===== src/design/hufd_pkg.sv =====
// shared types, constants and helpers for the huffman tree walk decoder
`default_nettype none
package hufd_pkg;

	localparam int unsigned NODE_IDX_W   = 9;
	localparam int unsigned SYM_W        = 8;
	localparam int unsigned COUNT_W      = 40;
	localparam int unsigned SCOUNT_W     = 9;
	localparam int unsigned CFG_IDX_W    = 2;
	localparam int unsigned CFG_DATA_W   = 40;
	localparam int unsigned IN_DATA_W    = 48;
	localparam int unsigned MAX_SYMBOLS  = 256;
	localparam int unsigned TABLE_DEPTH  = 512;
	localparam int unsigned QUEUE_DEPTH  = 2;

	localparam logic [3:0] BITS_PER_BYTE = 4'd8;

	localparam logic [CFG_IDX_W-1:0] REG_SYMBOL_COUNT = 2'd0;
	localparam logic [CFG_IDX_W-1:0] REG_TOTAL_LENGTH = 2'd1;

	localparam logic [SCOUNT_W-1:0] SYMBOL_COUNT_RESET = 9'd2;

	typedef enum logic {
		CMD_LOAD = 1'b0,
		CMD_DATA = 1'b1
	} cmd_kind_t;

	typedef struct packed {
		logic [NODE_IDX_W-1:0] left;
		logic [NODE_IDX_W-1:0] right;
		logic                  leaf;
		logic [SYM_W-1:0]      sym;
	} node_t;

	typedef struct packed {
		cmd_kind_t             kind;
		logic [NODE_IDX_W-1:0] index;
		node_t                 node;
		logic [7:0]            data_byte;
	} cmd_t;

	typedef enum logic [2:0] {
		B_IDLE,
		B_ROOT_RD,
		B_ROOT_CAP,
		B_WALK,
		B_FLUSH
	} back_state_t;

	// root = 2*n-2 with n clamped to [2, MAX_SYMBOLS]
	function automatic logic [NODE_IDX_W-1:0] root_of(input logic [SCOUNT_W-1:0] sc);
		logic [SCOUNT_W:0] n;
		logic [SCOUNT_W:0] r;
		n = {1'b0, sc};
		if (n < (SCOUNT_W+1)'(2))
			n = (SCOUNT_W+1)'(2);
		if (n > (SCOUNT_W+1)'(MAX_SYMBOLS))
			n = (SCOUNT_W+1)'(MAX_SYMBOLS);
		r = (n << 1) - (SCOUNT_W+1)'(2);
		return r[NODE_IDX_W-1:0];
	endfunction

endpackage
`default_nettype wire


===== src/design/hufd_front.sv =====
// input side: accepts stream words, classifies them and queues commands
`default_nettype none
module hufd_front import hufd_pkg::*; #(
	parameter int unsigned QDEPTH = QUEUE_DEPTH
) (
	input  wire logic                 clk,
	input  wire logic                 arst_n,
	input  wire logic                 s_axis_tvalid,
	output logic                      s_axis_tready,
	// node_index, node_left, node_right, node_is_leaf, node_symbol, data_byte, zero pad
	input  wire logic [IN_DATA_W-1:0] s_axis_tdata,
	// func
	input  wire logic [0:0]           s_axis_tuser,
	output logic                      cmd_valid,
	input  wire logic                 cmd_ready,
	output cmd_t                      cmd
);

	localparam int unsigned PW = $clog2(QDEPTH);
	localparam int unsigned CW = $clog2(QDEPTH + 1);

	cmd_t          queue_q [QDEPTH];
	logic [PW-1:0] wr_ptr_q;
	logic [PW-1:0] rd_ptr_q;
	logic [CW-1:0] fill_q;
	cmd_t          in_cmd;
	logic          push;
	logic          pop;

	always_comb begin
		in_cmd.kind       = s_axis_tuser[0] ? CMD_DATA : CMD_LOAD;
		in_cmd.index      = s_axis_tdata[8:0];
		in_cmd.node.left  = s_axis_tdata[17:9];
		in_cmd.node.right = s_axis_tdata[26:18];
		in_cmd.node.leaf  = s_axis_tdata[27];
		in_cmd.node.sym   = s_axis_tdata[35:28];
		in_cmd.data_byte  = s_axis_tdata[43:36];
	end

	assign s_axis_tready = (fill_q != CW'(QDEPTH));
	assign cmd_valid     = (fill_q != '0);
	assign cmd           = queue_q[rd_ptr_q];
	assign push          = s_axis_tvalid && s_axis_tready;
	assign pop           = cmd_valid && cmd_ready;

	always_ff @(posedge clk) begin
		if (push) begin
			queue_q[wr_ptr_q] <= in_cmd;
		end
	end

	always_ff @(posedge clk or negedge arst_n) begin
		if (!arst_n) begin
			wr_ptr_q <= '0;
			rd_ptr_q <= '0;
			fill_q   <= '0;
		end else begin
			if (push) begin
				wr_ptr_q <= (wr_ptr_q == PW'(QDEPTH - 1)) ? '0 : wr_ptr_q + 1'b1;
			end
			if (pop) begin
				rd_ptr_q <= (rd_ptr_q == PW'(QDEPTH - 1)) ? '0 : rd_ptr_q + 1'b1;
			end
			if (push && !pop) begin
				fill_q <= fill_q + 1'b1;
			end else if (pop && !push) begin
				fill_q <= fill_q - 1'b1;
			end
		end
	end

endmodule
`default_nettype wire


===== config.mk =====
export PLATFORM = sky130hd
export DESIGN_NAME = hufd_front
export DESIGN_NICKNAME = d
export VERILOG_FILES = /design/src/design/hufd_pkg.sv /design/src/design/hufd_front.sv
export SDC_FILE = /design/constraint.sdc
export NUM_CORES = 1
export LEC_CHECK = 0
export CAP_MARGIN = 15
export CORE_ASPECT_RATIO = 0.75
export CORE_MARGIN = 4
export CORE_UTILIZATION = 62
export CTS_CLUSTER_SIZE = 8
export DETAILED_ROUTE_END_ITERATION = 8
export DONT_BUFFER_PORTS = 1
export GPL_TIMING_DRIVEN = 0
export PLACE_DENSITY = 0.9
export SYNTH_ARGS = -nofsm -noshare
export SYNTH_HDL_FRONTEND = slang
export SYNTH_SLANG_ARGS = --single-unit
export TNS_END_PERCENT = 100

===== constraint.sdc =====
create_clock -name clk -period 3.83 [get_ports clk]
set_clock_uncertainty 0.2 [all_clocks]
set_input_delay 0.383 -clock clk [delete_from_list [all_inputs] [get_ports clk]]
set_output_delay 0.383 -clock clk [all_outputs]
set_load 0.005 [all_outputs]

==> results of run 1 <==
==> power by group through the flow <==
stage               registers [mW]  clock network [mW]  logic, mW
CTS                           1.49               0.627      0.990
floorplan                     1.49                   0      0.774
finish                        1.49               0.612      0.970
global placement              1.50                   0      0.879
global route                  1.51               0.679       1.05
detailed placement            1.51                   0      0.940
==> registers in the layout, indices dropped and copies added (netlist names) <==
signal,count
fill_q,2
queue_q,90
wr_ptr_q,1
rd_ptr_q,1
==> worst paths after layout <==
| kind | startpoint | slack (ns) | endpoint | cells past startpoint |
|---|---|---|---|---|
| max | fill_q[0] | 1.72 | queue_q[1][3] | 2 |
| min | cmd_ready | 0.04 | rd_ptr_q | 2 |
| max reg2reg | fill_q[0] | 1.72 | queue_q[1][3] | 2 |
| min reg2reg | fill_q[0] | 0.33 | fill_q[0] | 1 |
| max in group asynchronous | arst_n | 3.15 | wr_ptr_q | 1 |
| min in group asynchronous | arst_n | 0.11 | fill_q[0] | 1 |
==> routing by layer <==
layer | global-route usage [%] | vias to the layer above | part of all wire (%)
met5 | 0 | - | 0
met2 | 32.11 | 68 | 53
met3 | 7.280 | 16 | 8.3
li1 | - | 740 | -
met4 | 7.154 | 0 | 2.0
met1 | 20.56 | 780 | 37
==> cell usage in the layout (no fill, tap or decap), types with 2 or more instances in the layout <==
cell type,instances
mux2_2,6
dfrtp_1,4
clkinv_4,2
mux2_4,39
clkbuf_8,9
dlygate4sd3_1,46
buf_12,4
nand2_1,2
xor2_1,2
clkinv_1,2
edfxtp_1,90
xnor2_1,3
==> logic make-up (layout without fill, tap and decap cells) <==
kind of cell	after synthesis	after routing	share of synthesized area, %
buf+inv	6	69	2.612
simple gates	7	7	0.9283
xor+xnor	5	5	1.203
mux	45	45	17.94
fa+ha+maj	1	1	0.3436
flops	94	94	76.98
==> final cells by class <==
cell class,count,area share (%)
repair buffers,47,11.04
clock inverters,6,1.415
flip-flops and latches,94,63.38
well taps,75,2.122
clock buffers,10,2.886
plain buffers,5,2.066
inverters,1,0.08489
multi-input cells,58,17.01
==> what timing repair did <==
action,in CTS,in global routing
endpoints found under the setup margin,0,0
endpoints found under the hold margin,94,0
hold buffers,46,0
==> out/results.tsv, run 1 <==
stage	metric	value	unit
status	status	finished, final reports clean	
placement	port buffer count	0	
grt	first-pass GRT wire length	9.315	mm
synthesis	Synth top cells by count	edfxtp_1 (90), mux2_4 (39), mux2_2 (6), buf_12 (4), dfrtp_1 (4)	
die	CORE AREA	5525	um^2
clock_network	Post-CTS Setup Bufs	0	
grt	Congestion Overflow GR	0	
setup_path	CP peak stage delay	0.91	ns
placement	cell area after placement	3771	um^2
timing	Worst Tran Pin Value	1.038	ns
synthesis	top cell type's share of synthesized area	74.23	%
placement	placed insts	234	
placement	pre-CTS setup slack	1.718	ns
timing	Setup WS post-layout	1.718	ns
final_layout	post-route cell area	4422	um^2
power	VDD IR max	411.8	uV
clock_network	cts bufs inserted	9	
clock_network	# resized after CTS	0	
synthesis	Synth Register Bits	94	
drt	Initial DRT Pass Iterations	4	
clock_network	CTS Root Buffer Type	clkbuf_8	
grt	initial antenna violation count	0	
synthesis	register area share after synthesis	76.98	%
drt	vias per inst	5.419	
clock_network	Bufs on Longest Clock Path	2	
die	Starting Density	65.90	%
synthesis	Syn Nets	212	
placement	HPWL Detailed	3.927	mm
timing	Final Cycle Share	55.15	%
final_layout	Multi-input gate area	752.0	um^2
power	Gate power share	31.6	%
synthesis	number of synthesized flops with an enable pin	90	
drt	DR DRC count	0	
die	Die Height	74.37	um
synthesis	Avg Cell Area, Syn	23.04	um^2
clock_network	Clock Latency Late Sink	0.34	ns
power	internal power	2.233	mW
setup_path	Startpoint Class	register	
timing	worst hold slack	0.03614	ns
final_layout	Layout area overhead	21.44	%
synthesis	count leader, synth	edfxtp_1	
setup_path	Critical Path RT	3.59	ns
setup_path	Worst Path Max Fanout	45	
final_layout	Storage cell area	2803	um^2
final_layout	Layout Nets	270	
setup_path	Slowest-stage cell, CP	and3_2	
synthesis	Ys Warns	0	
drt	Wirelength per Cell	20.51	um
final_layout	Finished Layout Cells	296	
timing	setup TNS	0	ns
final_layout	fin util	80.03	%
timing	unrepaired setup endpoints after global routing	no	
setup_path	Arrival @ worst endpoint	1.88	ns
final_layout	share of layout cells above drive strength 1	29.86	%
setup_path	critical path type	register to register	
clock_network	Reg clk slew, reported paths	0.08	ns
timing	final setup vio count	0	
die	IO Pins	100	
timing	Rel. slew slack	30.77	%
placement	routability congestion estimate	0.6763	
synthesis	asr flop ratio synth	4.255	%
clock_network	CTS tree	built	
power	Pwr per Cell Area	694.1	nW/um^2
clock_network	CTS sink cnt	94	
die	Die Area	7175	um^2
drt	Final ANT Viol Nets	0	
timing	Final Hold Fails	0	
synthesis	Yosys cell types	15	
power	clock power share	19.9	%
timing	fmax	473.4	MHz
synthesis	Gate Count Post-Synth	158	
power	Psw	0.8363	mW
grt	largest net degree at the start of global routing	46	
synthesis	synthesized area	3641	um^2
timing	fin crit period	2.112	ns
clock_network	H-tree depth	3	
power	Sequential Power Share	48.5	%
synthesis	ys flop type	edfxtp_1	
setup_path	WP buf/inv	0	
setup_path	CP endpoint kind	register	
power	Final Power	3.069	mW
drt	Post-Route WL	6.071	mm
synthesis	top cell type by total area after synthesis	edfxtp_1	
run	max_cap viols	0	
setup_path	critical path's top delay family	simple AND/OR/NAND/NOR gates	
grt	vias in the first global route	1708	
drt	DR iter-0 viols	37	
worst_hold_path	Hold Path Class	input pin to register	
power	Leak	1.616	nW
die	Die X	96.49	um
drt	via count	1604	
timing	Final Max Slew Viols	0	
final_layout	antenna cells	0	
grt	Tot GR Track Use	18.43	%
synthesis	synth top area cells	edfxtp_1 (74%), mux2_4 (16%), dfrtp_1 (2.7%)	
final_layout	fill cell count	290	
setup_path	crit-path cells	nand2b_1, and3_2	
die	row count	23	
power	Sw Share	27.25	%
(Power assumes the default switching activity.)
==> run 2, diff against run 1 <==
==> constraint.sdc (replaced) <==
create_clock -name clk -period 2.15 [get_ports clk]
set_clock_uncertainty 0.2 [all_clocks]
set_input_delay 0.215 -clock clk [delete_from_list [all_inputs] [get_ports clk]]
set_output_delay 0.215 -clock clk [all_outputs]
set_load 0.005 [all_outputs]
==> out/results.tsv, run 2 (synthesis gave the netlist of run 1 again) <==
stage	metric	value	unit
timing	worst hold slack	0.07389	ns
final_layout	antenna cells	0	
placement	HPWL Detailed	3.767	mm
setup_path	critical path's top delay family	simple AND/OR/NAND/NOR gates	
clock_network	Clock Latency Late Sink	0.33	ns
timing	final setup vio count	0	
setup_path	Arrival @ worst endpoint	1.81	ns
timing	Final Hold Fails	0	
final_layout	commonest non-fill, non-tap cell in the layout	edfxtp_1	
clock_network	Reg clk slew, reported paths	0.08	ns
final_layout	Largest regs	queue_q (90), fill_q (2)	
die	Die X	96.49	um
clock_network	CTS sink cnt	94	
setup_path	CP endpoint kind	register	
clock_network	CTS Root Buffer Type	clkbuf_8	
timing	Rel. slew slack	54.87	%
power	Pwr per Cell Area	1250	nW/um^2
worst_hold_path	Hold Path Class	input pin to register	
timing	Final Max Slew Viols	0	
drt	Final ANT Viol Nets	0	
drt	Wirelength per Cell	21.09	um
power	Final Power	5.550	mW
die	Die Height	74.37	um
clock_network	Bufs on Longest Clock Path	2	
drt	DR iter-0 viols	69	
final_layout	Layout area overhead	21.92	%
placement	port buffer count	0	
grt	vias in the first global route	1797	
power	Leak	1.621	nW
placement	placed insts	233	
setup_path	R2R depth	3	
status	status	finished, final reports clean	
grt	initial antenna violation count	0	
setup_path	crit-path cells	nand2b_1, nand2_1, nor2_4	
die	IO Pins	100	
power	VDD IR max	877.4	uV
worst_hold_path	hold path depth	2	
grt	largest net degree at the start of global routing	46	
timing	fin crit period	2.036	ns
timing	setup TNS	0	ns
grt	Tot GR Track Use	18.44	%
worst_hold_path	Hold Path End	wr_ptr_q	
clock_network	H-tree depth	3	
final_layout	Layout Nets	272	
grt	first-pass GRT wire length	9.321	mm
die	Starting Density	65.90	%
final_layout	fill cell count	293	
die	row count	23	
setup_path	critical path type	register to register	
setup_path	r2r startpoint	fill_q[0]	
setup_path	Startpoint Class	register	
worst_hold_path	Hold Startpoint	s_axis_tvalid	
die	Die Area	7175	um^2
die	CORE AREA	5525	um^2
setup_path	terminus of the critical flop-to-flop path	queue_q[0][14]	
timing	Final Cycle Share	94.71	%
setup_path	Critical Path RT	1.92	ns
timing	unrepaired setup endpoints after global routing	no	
setup_path	Slowest-stage cell, CP	nor2_4	
drt	via count	1635	
setup_path	setup slack, reg-to-reg	0.11	ns
final_layout	max reg flops	90	
grt	Congestion Overflow GR	0	
setup_path	CP peak stage delay	0.61	ns
final_layout	Reg with most FFs	queue_q	
drt	DR DRC count	0	
clock_network	Post-CTS Setup Bufs	0	
final_layout	Finished Layout Cells	296	
timing	fmax	491.1	MHz
run	max_cap viols	0	
timing	Worst Tran Pin Value	0.6753	ns
drt	vias per inst	5.524	
drt	Post-Route WL	6.243	mm
final_layout	share of layout cells above drive strength 1	29.86	%
placement	routability congestion estimate	0.6640	
setup_path	WP buf/inv	0	
drt	Initial DRT Pass Iterations	4	
final_layout	highest-count cells in the layout ignoring fill and taps	edfxtp_1 (90), dlygate4sd3_1 (48), mux2_4 (39), clkbuf_8 (9), mux2_2 (6)	
setup_path	Worst Path Max Fanout	23	
clock_network	cts bufs inserted	9	
clock_network	CTS tree	built	
## run 2: final cells by class
type	instances	area [um^2]	share of cell area, %
Clock inverter	5	76.32	1.719
Timing Repair Buffer	48	480.5	10.82
Tap cell	75	93.84	2.114
Buffer	5	91.34	2.057
Sequential cell	94	2803	63.13
Clock buffer	9	123.9	2.790
Inverter	1	3.754	0.08455
Multi-Input combinational cell	59	767.0	17.28
## run 2: worst reg2reg max path: stages (launching register included)
cell and delay [ns]:
dfrtp_1 0.42, nand2b_1 0.20, nand2_1 0.23, nor2_4 0.61
## run 2: repair_timing
item,CTS,global route
resized for setup,1,1
hold buffers,48,0
endpoints found under the setup margin,45,45
cloned,1,0
endpoints found under the hold margin,95,0
pin swaps,1,0
## run 2: metrics by stage
stage / utilization (%) / setup WS (ns) / instance area [um^2]
6_report: 80.34 / 0.1138 / 4439
5_1_grt: 80.34 / 0.01605 / 4439
4_1_cts: 80.28 / 0.01377 / 4436
3_5_place_dp: 67.75 / -0.2260 / 3744
3_3_place_gp: 67.75 / -0.06196 / 3744
2_1_floorplan: - / 0.1911 / 3650
## run 2: worst max-delay path by stage
stage,depth (start not counted),end,slack (ns),from
2_1_floorplan,3,queue_q[0][0],0.19,fill_q[0]
3_3_place_gp,3,queue_q[0][39],-0.06,fill_q[0]
3_5_place_dp,3,queue_q[0][41],-0.23,fill_q[0]
4_1_cts,2,queue_q[1][6],0.01,fill_q[0]
5_1_grt,3,queue_q[0][44],0.02,fill_q[0]
6_report,3,queue_q[0][14],0.11,fill_q[0]
## run 2: layer usage
layer / global-route usage [%] / vias to the layer above / part of all wire, %
li1: - / 731 / -
met1: 19.27 / 807 / 35
met2: 33.56 / 88 / 54
met3: 8.291 / 9 / 9.5
met4: 5.599 / 0 / 1.4
met5: 0 / - / 0
## run 2: where the power goes
group,internal [mW],leakage (nW),switching (mW)
clock network,0.635,0.0986,0.522
logic,0.910,0.640,0.824
registers,2.51,0.883,0.148
total,4.06,1.62,1.49
==> run 3, diff against run 2 <==
--- a/config.mk
+++ b/config.mk
@@ -13,7 +13,7 @@
 export DETAILED_ROUTE_END_ITERATION = 8
 export DONT_BUFFER_PORTS = 1
 export GPL_TIMING_DRIVEN = 0
-export PLACE_DENSITY = 0.9
+export PLACE_DENSITY = 0.78
 export SYNTH_ARGS = -nofsm -noshare
 export SYNTH_HDL_FRONTEND = slang
 export SYNTH_SLANG_ARGS = --single-unit
==> out/results.tsv, run 3 (synthesis gave the netlist of run 1 again) <==
stage	metric	value	unit
setup_path	Startpoint Class	register	
timing	Rel. slew slack	53.35	%
grt	vias in the first global route	1786	
drt	DR iter-0 viols	40	
clock_network	Post-CTS Setup Bufs	0	
die	row count	23	
setup_path	Critical Path RT	1.93	ns
status	status	finished, final reports clean	
clock_network	cts bufs inserted	9	
timing	Worst Tran Pin Value	0.6981	ns
placement	routability congestion estimate	0.6778	
final_layout	highest-count cells in the layout ignoring fill and taps	edfxtp_1 (90), dlygate4sd3_1 (48), mux2_4 (39), clkbuf_8 (9), mux2_2 (6)	
clock_network	CTS tree	built	
clock_network	CTS sink cnt	94	
timing	Final Max Slew Viols	0	
timing	fmax	487.3	MHz
die	Die Height	74.37	um
die	Die X	96.49	um
grt	first-pass GRT wire length	9.266	mm
final_layout	Storage cell area	2803	um^2
final_layout	max reg flops	90	
timing	final setup vio count	0	
drt	Wirelength per Cell	20.55	um
final_layout	Layout area overhead	21.96	%
final_layout	antenna cells	0	
clock_network	Reg clk slew, reported paths	0.08	ns
setup_path	Arrival @ worst endpoint	1.83	ns
power	VDD IR max	794.1	uV
power	Pwr per Cell Area	1247	nW/um^2
die	Starting Density	65.90	%
final_layout	Finished Layout Cells	296	
final_layout	Multi-input gate area	767.0	um^2
placement	placed insts	233	
drt	vias per inst	5.416	
clock_network	H-tree depth	3	
timing	setup TNS	0	ns
final_layout	fill cell count	290	
grt	largest net degree at the start of global routing	46	
grt	Congestion Overflow GR	0	
timing	unrepaired setup endpoints after global routing	no	
run	max_cap viols	0	
die	CORE AREA	5525	um^2
drt	Initial DRT Pass Iterations	4	
power	Leak	1.624	nW
power	Final Power	5.539	mW
drt	Post-Route WL	6.082	mm
drt	DR DRC count	0	
die	IO Pins	100	
setup_path	Worst Path Max Fanout	23	
setup_path	critical path type	register to register	
grt	initial antenna violation count	0	
clock_network	Bufs on Longest Clock Path	2	
final_layout	commonest non-fill, non-tap cell in the layout	edfxtp_1	
die	Die Area	7175	um^2
clock_network	CTS Root Buffer Type	clkbuf_8	
grt	Tot GR Track Use	18.46	%
timing	Final Hold Fails	0	
drt	via count	1603	
timing	fin crit period	2.052	ns
timing	Final Cycle Share	95.44	%
clock_network	Clock Latency Late Sink	0.34	ns
final_layout	share of layout cells above drive strength 1	29.86	%
placement	port buffer count	0	
final_layout	Reg with most FFs	queue_q	
drt	Final ANT Viol Nets	0	
final_layout	Largest regs	queue_q (90), fill_q (2)	
setup_path	CP endpoint kind	register	
worst_hold_path	Hold Path Class	input pin to register	
final_layout	Layout Nets	272	
==> run 3: cell count changes in the layout (fill, tap and decap cells not counted), sizes merged <==
cell / delta
clkinvlp: -1
clkbuf: +1
==> run 3: final cells by class <==
type / instances / area share (%)
buffer: 5 / 2.057
sequential: 94 / 63.12
tap: 75 / 2.113
inverter: 1 / 0.08453
clock buffer: 10 / 2.874
multi-input combinational: 59 / 17.27
clock inverter: 4 / 1.662
timing repair buffer: 48 / 10.82
==> run 3: critical path, cell delays in order, from the launching register on <==
cell      delay, ns
dfrtp_1        0.42
nand2b_1       0.22
nand2_1        0.22
nor2_4         0.62
==> run 3: final timing paths <==
| path | slack [ns] | cells after the start | end | start |
|---|---|---|---|---|
| max in group asynchronous | 1.06 | 2 | fill_q[1] | arst_n |
| min reg2reg | 0.30 | 1 | fill_q[1] | fill_q[1] |
| max | 0.1 | 3 | queue_q[0][42] | fill_q[0] |
| max reg2reg | 0.1 | 3 | queue_q[0][42] | fill_q[0] |
| min in group asynchronous | 0.50 | 2 | wr_ptr_q | arst_n |
| min | 0.05 | 2 | wr_ptr_q | s_axis_tvalid |
==> run 3: metrics by stage <==
step	util (%)	hold slack, ns	setup slack, ns	cell area, um^2
finish	80.37	0.05108	0.09804	4441
global route	80.37	0.03156	0.007931	4441
CTS	80.30	0.03493	0.01815	4437
detailed placement	67.75	-0.2805	-0.2075	3744
global placement	67.75	-0.2805	-0.1203	3744
floorplan	-	-0.2806	0.1911	3650
==> run 3: where the power goes <==
group	internal (mW)	total (mW)	leakage, nW	switching (mW)
sequential	2.51	2.65	0.883	0.143
combinational	0.907	1.71	0.640	0.800
clock	0.642	1.18	0.102	0.535
total	4.06	5.54	1.62	1.48
==> run 3: what timing repair did <==
item / CTS / global route
hold buffers: 48 / 0
cloned: 1 / 0
gates resized for setup: 1 / 1
pin swaps: 1 / 0
endpoints found under the hold margin: 95 / 0
endpoints found under the setup margin: 45 / 45
==> run 3: routing by layer <==
metal | wire [um] | up-vias | global-route usage (%)
li1 | - | 736 | -
met3 | 478 | 7 | 9.100
met4 | 79 | 0 | 5.288
met1 | 2289 | 795 | 18.82
met5 | 0 | - | 0
met2 | 3234 | 65 | 33.64
